<file path="src/rtl/cau_pkg.sv">
// ----------------------------------------------------------------------------
// cau_pkg
// shared types, codes and saturation helper of the complex arithmetic unit
// ----------------------------------------------------------------------------
package cau_pkg;

	localparam int unsigned DW = 32;

	typedef enum logic [2:0] {
		OP_ADD  = 3'd0,
		OP_SUB  = 3'd1,
		OP_MUL  = 3'd2,
		OP_DIV  = 3'd3,
		OP_CONJ = 3'd4,
		OP_NEG  = 3'd5
	} op_t;

	typedef enum logic [1:0] {
		ST_OK   = 2'd0,
		ST_SAT  = 2'd1,
		ST_DIV0 = 2'd2
	} status_t;

	localparam logic signed [64:0] MAX65 = 65'sd2147483647;
	localparam logic signed [64:0] MIN65 = -65'sd2147483648;

	typedef struct packed {
		logic [DW-1:0] v;
		logic          f;
	} sat_t;

	typedef struct packed {
		logic          valid;
		logic          is_div;
		logic          neg_re;
		logic          neg_im;
		logic          ovf_re;
		logic          ovf_im;
		logic [DW-1:0] res_re;
		logic [DW-1:0] res_im;
		status_t       status;
	} ctl_t;

	function automatic sat_t sat65(logic signed [64:0] x);
		sat_t s;
		begin
			if (x > MAX65) begin
				s.v = 32'h7fff_ffff;
				s.f = 1'b1;
			end else if (x < MIN65) begin
				s.v = 32'h8000_0000;
				s.f = 1'b1;
			end else begin
				s.v = x[31:0];
				s.f = 1'b0;
			end
			return s;
		end
	endfunction

endpackage

</file>
<file path="src/rtl/cau_div_cell.sv">
// ----------------------------------------------------------------------------
// cau_div_cell
// one restoring division step for both parts, one quotient bit per cell
// ----------------------------------------------------------------------------
module cau_div_cell #(
	parameter int unsigned W = 48
) (
	input  logic          clk,
	input  logic          arst_n,
	input  logic          en,
	input  cau_pkg::ctl_t ctl_i,
	input  logic [63:0]   den_i,
	input  logic [63:0]   r_re_i,
	input  logic [63:0]   r_im_i,
	input  logic [W-1:0]  dv_re_i,
	input  logic [W-1:0]  dv_im_i,
	input  logic [W-1:0]  q_re_i,
	input  logic [W-1:0]  q_im_i,
	output cau_pkg::ctl_t ctl_o,
	output logic [63:0]   den_o,
	output logic [63:0]   r_re_o,
	output logic [63:0]   r_im_o,
	output logic [W-1:0]  dv_re_o,
	output logic [W-1:0]  dv_im_o,
	output logic [W-1:0]  q_re_o,
	output logic [W-1:0]  q_im_o
);

	logic [64:0] t_re, t_im;
	logic        ge_re, ge_im;

	always_comb begin
		t_re  = {r_re_i, dv_re_i[W-1]};
		t_im  = {r_im_i, dv_im_i[W-1]};
		ge_re = t_re >= {1'b0, den_i};
		ge_im = t_im >= {1'b0, den_i};
	end

	cau_pkg::ctl_t ctl_q;
	logic [63:0]   den_q, r_re_q, r_im_q;
	logic [W-1:0]  dv_re_q, dv_im_q, q_re_q, q_im_q;

	always_ff @(posedge clk or negedge arst_n) begin
		if (!arst_n) begin
			ctl_q <= '0;
		end else if (en) begin
			ctl_q <= ctl_i;
		end
	end

	always_ff @(posedge clk) begin
		if (en) begin
			den_q   <= den_i;
			r_re_q  <= ge_re ? 64'(t_re - {1'b0, den_i}) : t_re[63:0];
			r_im_q  <= ge_im ? 64'(t_im - {1'b0, den_i}) : t_im[63:0];
			dv_re_q <= dv_re_i << 1;
			dv_im_q <= dv_im_i << 1;
			q_re_q  <= {q_re_i[W-2:0], ge_re};
			q_im_q  <= {q_im_i[W-2:0], ge_im};
		end
	end

	assign ctl_o   = ctl_q;
	assign den_o   = den_q;
	assign r_re_o  = r_re_q;
	assign r_im_o  = r_im_q;
	assign dv_re_o = dv_re_q;
	assign dv_im_o = dv_im_q;
	assign q_re_o  = q_re_q;
	assign q_im_o  = q_im_q;

endmodule

</file>
<file path="config.mk">
export PLATFORM = sky130hd
export DESIGN_NAME = cau_div_cell
export DESIGN_NICKNAME = d
export VERILOG_FILES = /design/src/rtl/cau_pkg.sv /design/src/rtl/cau_div_cell.sv
export SDC_FILE = /design/constraint.sdc
export NUM_CORES = 1
export LEC_CHECK = 0
export BUFFER_PORTS_ARGS = -buffer_cell sky130_fd_sc_hd__buf_2
export CAP_MARGIN = 20
export CORE_AREA = 5 5 358 360
export DETAILED_ROUTE_END_ITERATION = 7
export DIE_AREA = 0 0 363 365
export GPL_TIMING_DRIVEN = 0
export SLEW_MARGIN = 5
export SYNTH_ARGS = -nofsm -noshare
export SYNTH_HDL_FRONTEND = slang
export SYNTH_SLANG_ARGS = --single-unit
</file>
<file path="constraint.sdc">
create_clock -name clk -period 0.9 [get_ports clk]
set_clock_uncertainty 0.2 [all_clocks]
set_input_delay 0.18 -clock clk [delete_from_list [all_inputs] [get_ports clk]]
set_output_delay 0.18 -clock clk [all_outputs]
set_load 0.1 [all_outputs]
</file>
# After elaboration in Yosys (flattened, before gate mapping)
# Cells that the tools add are included.
# totals
in_bits	459
out_inout_bits	456
regBits	454
# classes
addsub	2
mux	2
order_cmp	2
# op_table
operator	n
>= comparator 65 x 64 -> 1 bit	2
two-way mux 64 bit	2
subtractor 64 bit	2

# Depth between registers and ports, before layout
# Gate-level depths: netlist of the first run.
# logic_depth
depth_word	2
ltp_mapped	14

# Worst setup path after synthesis of the first run
# OpenSTA, ideal clock, no wires.
# synth_path
path_kind	input port to flip-flop
startpoint	in den_i[15]
endpoint	reg r_re_q[59] (netlist: r_re_o[59]) (data pin)
t_arrival_ns	2.689
path_slack_ns	-2.249
setup_ns	0.260
required_time_ns	0.440
n_path_buf	2
path_stages	13
cell_sequence	inv_1 ha_1 buf_2 nand4_1 or4b_1 nor4_1 nand3_1 nor4_2 a2111oi_4 o211a_2 inv_2 buf_4 mux2_2
# synth_between
elab_chain_len	2
# synth_rtl
element	line_no	text
start: declaration	cau_div_cell.sv:12	input logic [63:0] den_i,
>= comparator 65 x 64 -> 1 bit	cau_div_cell.sv:35	ge_re = t_re >= {1'b0, den_i};
named net ge_re	cau_div_cell.sv:30	logic ge_re, ge_im;
two-way mux 64 bit	cau_div_cell.sv:54	r_re_q <= ge_re ? 64'(t_re - {1'b0, den_i}) : t_re[63:0];
end signal: assignment	cau_div_cell.sv:54	
end: declaration	cau_div_cell.sv:40	logic [63:0] den_q, r_re_q, r_im_q;
# The timed path passes the listed nets, and every way through them passes these cells.
# A chain may end at the register's enable or synchronous reset.

# Worst setup path after layout of the first run
# layout_path
startpoint	in r_im_i[28]
endpoint	reg r_im_q[2] (netlist: r_im_o[2]) (data pin)
# layout_between
elab_chain_len	2
# layout_rtl
element	line_no	text
start: declaration	cau_div_cell.sv:14	input logic [63:0] r_im_i,
>= comparator 65 x 64 -> 1 bit	cau_div_cell.sv:36	ge_im = t_im >= {1'b0, den_i};
two-way mux 64 bit	cau_div_cell.sv:55	r_im_q <= ge_im ? 64'(t_im - {1'b0, den_i}) : t_im[63:0];
end signal: assignment	cau_div_cell.sv:55	
end: declaration	cau_div_cell.sv:40	
# No other way between the ends.

==> results of run 1 <==
==> metal layers <==
metal / GRT usage [%] / wire length (um) / share of wire (%)
met4: 5.31 / 3820 / 3.2
met2: 30.8 / 61100 / 50
met5: 0 / 134 / 0.11
met3: 4.74 / 9990 / 8.3
met1: 19.5 / 46000 / 38
==> what timing repair did <==
action | CTS | global route
gates cloned | 11 | 0
resized for setup | 363 | 89
hold endpoints to repair | 610 | 132
setup endpoints to repair | 952 | 1024
buffers inserted | 66 | 31
hold buffers | 426 | 19
pin swaps | 43 | 48
==> cell families after synthesis <==
family                     after synthesis
xor gates and xnor gates               110
muxes                                  140
AOI/OAI and AO/OA                      560
other                                    1
and+or+nand+nor                        502
DFF                                    454
adders and majority gates              130
buffers and inverters                  208
==> area by class of cell <==
cell class	instances	area (um^2)
fill	12500	84700
multi-input combinational	1444	11600
antenna	19	47.5
inverter	114	470
timing repair buffer	1443	10200
clock inverter	37	389
sequential	454	13300
tap	1650	2060
buffer	65	599
clock buffer	65	1430
timing repair inverter	1	16.3
==> power groups by stage <==
stage | sequential (mW) | combinational [mW] | clock (mW)
finish | 26.2 | 34.5 | 22.5
detailed placement | 26.6 | 30.1 | 0
CTS | 26.2 | 34.1 | 23.3
global placement | 26.8 | 30.0 | 0
floorplan | 42.6 | 6.78 | 0
global route | 26.4 | 35.7 | 24.2
==> sequential cells by signal (all words and copies together), names as in the netlist <==
register	cells
r_im_o	64
q_im_o	48
q_re_o	48
dv_re_o	47
den_o	64
dv_im_o	47
r_re_o	64
ctl_o	72
==> final timing paths <==
check                            start        end  slack, ns  cells after the start
setup reg to reg             ctl_o[66]  ctl_o[66]      -0.12                      1
min in group asynchronous       arst_n  ctl_o[65]          0                      2
setup / recovery            r_im_i[28]  r_im_o[2]      -2.41                     17
max in group asynchronous       arst_n  ctl_o[17]      -0.29                      3
hold reg to reg              ctl_o[31]  ctl_o[31]       0.30                      1
hold / removal             dv_im_i[47]  r_im_o[0]      -0.35                      3
==> through the flow <==
stage	total power, mW	utilization [%]	area, um^2	worst slack, ns
floorplan	49.4	-	24500	-2.19
global placement	56.8	25.0	31100	-7.57
detailed placement	56.8	25.1	31300	-4.21
CTS	83.7	31.8	39700	-2.48
global route	86.4	32.1	40100	-2.45
finish	83.2	32.1	40100	-2.41
==> worst max-delay path: stages <==
cell	delay [ns]
buf_2	0.10
dlygate4sd3_1	0.65
ha_4	0.35
and4_4	0.25
nor2b_4	0.16
nand3_2	0.11
a31oi_4	0.24
o31ai_4	0.16
o31ai_4	0.32
a211oi_4	0.11
buf_12	0.16
buf_4	0.14
buf_12	0.13
buf_12	0.15
buf_8	0.13
nand2_1	0.06
o21ai_1	0.07
==> layout by cell type, fill, tap and decap left out, drive strengths merged, types with 6 or more instances in the layout <==
cell type	netlist	final
xnor2	64	64
mux2	131	131
nand3	29	29
nor3	38	38
dlygate4sd3	0	427
a21oi	176	176
a211oi	16	16
a41oi	8	8
buf	24	1035
diode	0	19
and4	6	6
a211o	8	8
a21boi	8	8
or3	6	6
inv	114	118
nor4	12	12
o21a	11	11
nand2	176	176
o21bai	41	41
nor2	107	107
dfrtp	72	72
a31oi	14	14
o21ai	135	135
or2	10	10
nand4	55	55
and3	11	11
o31ai	8	8
nand2b	12	12
and2	12	12
clkinv	0	26
ha	128	128
clkbuf	70	109
mux2i	9	9
nor2b	9	9
a21o	71	71
o211ai	10	10
edfxtp	382	382
xor2	46	46
or4	6	6
==> impl_results.md, run 1 <==
* Crit Path Category: input pin to flop
* Vias in the first global route at 24000
* Top-count cell post-synth: edfxtp_1
* Gp weighted congestion at 0.927
* Main flop type after synthesis: edfxtp_1
* Die Width at 363 um
* Post-synth top cells: edfxtp_1, a21oi_1, nand2_1
* Flop pwr share at 31.5%
* Die Y-Extent at 365 um
* Final min period at 3.31 ns
* Pin count of the biggest net entering global routing at 106
* Simple-gate share of the synthesized area at 9.94%
* WL/cell at 22.9 um
* Clk network pwr share at 27.1%
* Post-synthesis adder-cell area fraction at 6.76%
* Post-synthesis mux area share at 6.45%
* Final Hold Viols at 113
* Fin Hold WS at -0.352 ns
* Drt pass-1 iters at 6
* Compound-Gate Fraction of Synth Area at 14.7%
* Slew Limit Fails at 0
* Placed Cells at 4672
* Initial Utilization at 19.5%
* Critical Path Start Type: input pin
* VDD IR max at 1.54 mV
* Max-Cap Viols at 0
* EDFF count, synth at 382
* Area of the mapped netlist at 24300 um^2
* Vias per cell at 4.49
* Post-synthesis xor/xnor area fraction at 3.97%
* P_int at 47.3 mW
* Nets at 4166
* Critical path data required time at 1.09 ns
* Drt total wl at 121 mm
* CTS tree: yes
* CTS buffer count at 54
* Maximum root-to-sink buffer count at 3
* # setup viols final at 1009
* Slew margin rel. at 40.5%
* DRC errors left at 0
* Share of cells above drive strength 1 at 40.5%
* P per Cell Area at 2080 nW/um^2
* DR iter-0 viols at 1878
* Area grow syn2layout at 65.1%
* First-pass GRT wire length at 166 mm
* Detailed Place HPWL at 92.1 mm
* GRT Total Usage at 17.0%
* Fmax at 302 MHz
* GRT overflow at 0
* Final Cycle Share at 368%
* Syn Area/Cell at 11.5 um^2
* Core ar. at 125000 um^2
* Unrepaired setup endpoints after global routing: yes
* Share of Yosys cell area claimed by the top area cell type at 47.2%
* Worst hold path class: input pin to flop
* Final setup TNS at -860.13 ns
* CP Capture Type: flop
* Slew @ Worst Pin at 0.885 ns
* Seq/Total Area, Yosys at 54.7%
* Port buffer count at 910
* Final WS setup at -2.41 ns
* Ys async rst share at 15.9%
* Failing checks: negative hold slack, negative setup slack
* Vias at 23800
* Clock latency on the worst-skew pair at 0.64 ns
* Largest family of logic cells by synthesized area: compound AO/OA/AOI/OAI gates
* Num Clock Sinks at 454
* YS warnings at 0
* Static Leak at 17.0 nW
* Clock transition at path regs at 0.07 ns
* Top post-synthesis cells by area: edfxtp_1, dfrtp_1, ha_1, mux2_2, a21oi_1
* Cells after synthesis at 2105
* Post-synth cell types at 78
* Register bit total from synthesis at 454
* CP arrival at 3.50 ns
* NetSw at 36.0 mW
* Fin cells at 5292
* Htree depth at 2
* Root buffer cell: clkbuf_16
* Area leader, netlist: edfxtp_1
* Initial antenna violation count at 41
* Sw Ratio at 43.2%
* Cell Rows at 130
* DIE AREA at 132000 um^2
* CP max FO at 8
* Comb pwr share at 41.4%
* Post-DRT Antenna Nets at 0
* Ports at 915
* Status: finished with violations
Power figures use the tool's default switching activity.
==> run 2, diff against run 1 <==
- CORE_AREA: 5 5 358 360 -> 2 2 357 359
- DIE_AREA: 0 0 363 365 -> 0 0 359 361
- clock period: 0.9 -> 3.39 ns (I/O delays scaled with it)
==> impl_results.md, run 2 (synthesis gave the netlist of run 1 again) <==
* Crit Path Category: input pin to flop
* Port buffer count at 910 (unchanged)
* Drt pass-1 iters at 5 (-1)
* DR iter-0 viols at 1748 (-6.9%)
* Final Cycle Share at 102%
* Max-Cap Viols at 0 (unchanged)
* Leading cell type in the layout, fill and taps excluded: buf_2
* Flop pwr share at 32.3% (+0.8 points)
* Critical-path cell list: buf_2 -> inv_1 -> ha_1 -> clkbuf_2 -> a21o_1 -> a32oi_4 -> a211oi_4 -> o31ai_4 -> buf_12 -> o31ai_4 -> a211oi_4 -> buf_12 -> buf_16 -> mux2_4
* Cell Rows at 130 (unchanged)
* Htree depth at 2 (unchanged)
* Filler cells at 12800 (+2.6%)
* Most frequent cells in the layout: buf_2, edfxtp_1, dlygate4sd3_1
* Initial antenna violation count at 32 (-22%)
* CP peak stage delay at 0.34 ns (-0.31 ns)
* VDD IR max at 0.465 mV (-70%)
* Slew Limit Fails at 0 (unchanged)
* Gp weighted congestion at 0.878 (-5.3%)
* Vias in the first global route at 22500 (-6.5%)
* Die Y-Extent at 361 um (-1.1%)
* Final WS setup at -0.0625 ns (+2.35 ns)
* Post-DRT Antenna Nets at 0 (unchanged)
* Vias at 22700 (-4.6%)
* Vias per cell at 4.50 (+0.19%)
* WL/cell at 22.4 um (-1.9%)
* CP max FO at 10 (+2)
* Initial Utilization at 19.4% (-0.10 points)
* Status: finished with violations
* CTS buffer count at 54 (unchanged)
* Nets at 3925 (-5.8%)
* First-pass GRT wire length at 157 mm (-5.5%)
* Crit path launch: den_i[12]
* Share of cells above drive strength 1 at 44.4% (+3.9 points)
* Num Clock Sinks at 454 (unchanged)
* Sw Ratio at 43.5% (+0.28 points)
* Detailed Place HPWL at 87.8 mm (-4.6%)
* CP Capture Type: flop
* DRC errors left at 0 (unchanged)
* Cells on Worst Hold Path at 1 (-2)
* Reg2Reg Setup Slack at 2.38 ns (+2.50 ns)
* Reg2Reg Depth at 1 (unchanged)
* Root buffer cell: clkbuf_16
* # setup viols final at 22 (-98%)
* CTS tree: yes
* FF-to-FF End: ctl_o[23]
* Critical Path Start Type: input pin
* CP arrival at 3.62 ns (+0.12 ns)
* DP Area at 31300 um^2 (about the same)
* Clk network pwr share at 26.7% (-0.4 points)
* GRT Total Usage at 16.3% (-0.70 points)
* P per Cell Area at 572 nW/um^2 (-72%)
* GRT overflow at 0 (unchanged)
* Fmax at 290 MHz
* NetSw at 9.39 mW (-74%)
* Ports at 915 (unchanged)
* Static Leak at 15.8 nW (-7.1%)
* Hold EP: den_o[27]
* DIE AREA at 130000 um^2 (-2.2%)
* Drt total wl at 113 mm (-6.6%)
* Worst hold path class: input pin to flop
* Final setup TNS at -0.452 ns (+859.68 ns)
* Slew @ Worst Pin at 0.807 ns (-0.0778 ns)
* Core ar. at 125000 um^2 (+0.52%)
* Unrepaired setup endpoints after global routing: yes
* Kind of cell adding the most delay to the critical path: compound AO/OA/AOI/OAI gates
* Design area at 37700 um^2 (-5.8%)
* Comb pwr share at 41.0% (-0.4 points)
* Die Width at 359 um (-1.1%)
* Critical path data required time at 3.56 ns (+2.47 ns)
* Pin count of the biggest net entering global routing at 109 (+2.8%)
* Final Hold Viols at 0 (-100%)
* Area grow syn2layout at 55.4%
* Min-Delay Startpoint: den_i[27]
* Slowest-stage cell, CP: a32oi_4
* Failing checks: negative setup slack
* Max reg flops at 72 (unchanged)
* RR Startpoint: ctl_o[23]
* Slew margin rel. at 45.6% (+5.1 points)
* Bufs and invs on worst path at 6 (-1)
* Maximum root-to-sink buffer count at 3 (unchanged)
* Clock transition at path regs at 0.06 ns (about the same)
* Clock latency on the worst-skew pair at 0.61 ns (-0.03 ns)
* Final min period at 3.45 ns
* P_int at 12.2 mW (-74%)
## run 2: changes by cell type in the layout (fill, tap and decap cells not counted), sizes merged, moves of 4 or more
cell         delta
clkinv          -7
clkinvlp        +6
dlygate4sd3   -217
buf            -13
inv             -4
diode          -10
clkbuf          -6
## run 2: power by group through the flow
stage | Combinational, mW | Sequential [mW] | Clock [mW]
finish | 8.86 | 6.96 | 5.76
global route | 9.18 | 7.02 | 6.18
CTS | 8.48 | 6.97 | 5.98
detailed placement | 7.97 | 7.07 | 0
global placement | 7.94 | 7.12 | 0
floorplan | 1.80 | 11.3 | 0
## run 2: metrics by stage
stage	total power [mW]	util, %	instances	worst slack (ns)	hold slack (ns)
6_report	21.6	30.1	5037	-0.0625	0.0543
5_1_grt	22.4	30.1	5034	-0.0788	0.00426
4_1_cts	21.4	28.9	4990	-0.122	0.000455
3_5_place_dp	15.0	24.9	4672	-2.16	0.290
3_3_place_gp	15.1	24.8	4666	-5.75	0.285
2_1_floorplan	13.1	-	2106	-0.193	0.182
## run 2: final cells by class
| class | count | area (um^2) | share of cell area, % |
|---|---|---|---|
| Clock inverter | 29 | 263 | 0.696 |
| Timing Repair Buffer | 1215 | 7750 | 20.5 |
| Buffer | 51 | 479 | 1.27 |
| Antenna cell | 9 | 22.5 | 0.0597 |
| Inverter | 114 | 497 | 1.32 |
| Tap cell | 1650 | 2060 | 5.47 |
| Clock buffer | 69 | 1470 | 3.89 |
| Multi-Input combinational cell | 1444 | 11900 | 31.5 |
| Sequential cell | 454 | 13300 | 35.2 |
| Timing Repair inverter | 2 | 32.5 | 0.0862 |
## run 2: worst max-delay path by stage
stage                  to  slack (ns)  depth (start not counted)
2_1_floorplan  r_re_o[25]       -0.19                         13
3_3_place_gp    ctl_o[13]       -5.75                          4
3_5_place_dp   r_im_o[60]       -2.16                         14
4_1_cts        r_re_o[35]       -0.12                         14
5_1_grt        r_im_o[46]       -0.08                         14
6_report       r_im_o[46]       -0.06                         14
## run 2: repair_timing
| action | CTS | global route |
|---|---|---|
| hold endpoints to repair | 218 | 4 |
| gates cloned | 3 | 7 |
| gates resized for setup | 200 | 270 |
| endpoints found under the setup margin | 130 | 128 |
| pin swaps | 47 | 74 |
| buffers inserted | 44 | 39 |
| hold buffers | 206 | 4 |
## run 2: per-layer routing
layer	track usage [%]	wire length, um	vias to the layer above
met5	0	140	-
met4	5.59	4220	22
met3	3.94	8740	204
met2	29.2	56400	1033
met1	19.0	43500	11100
li1	-	-	10400
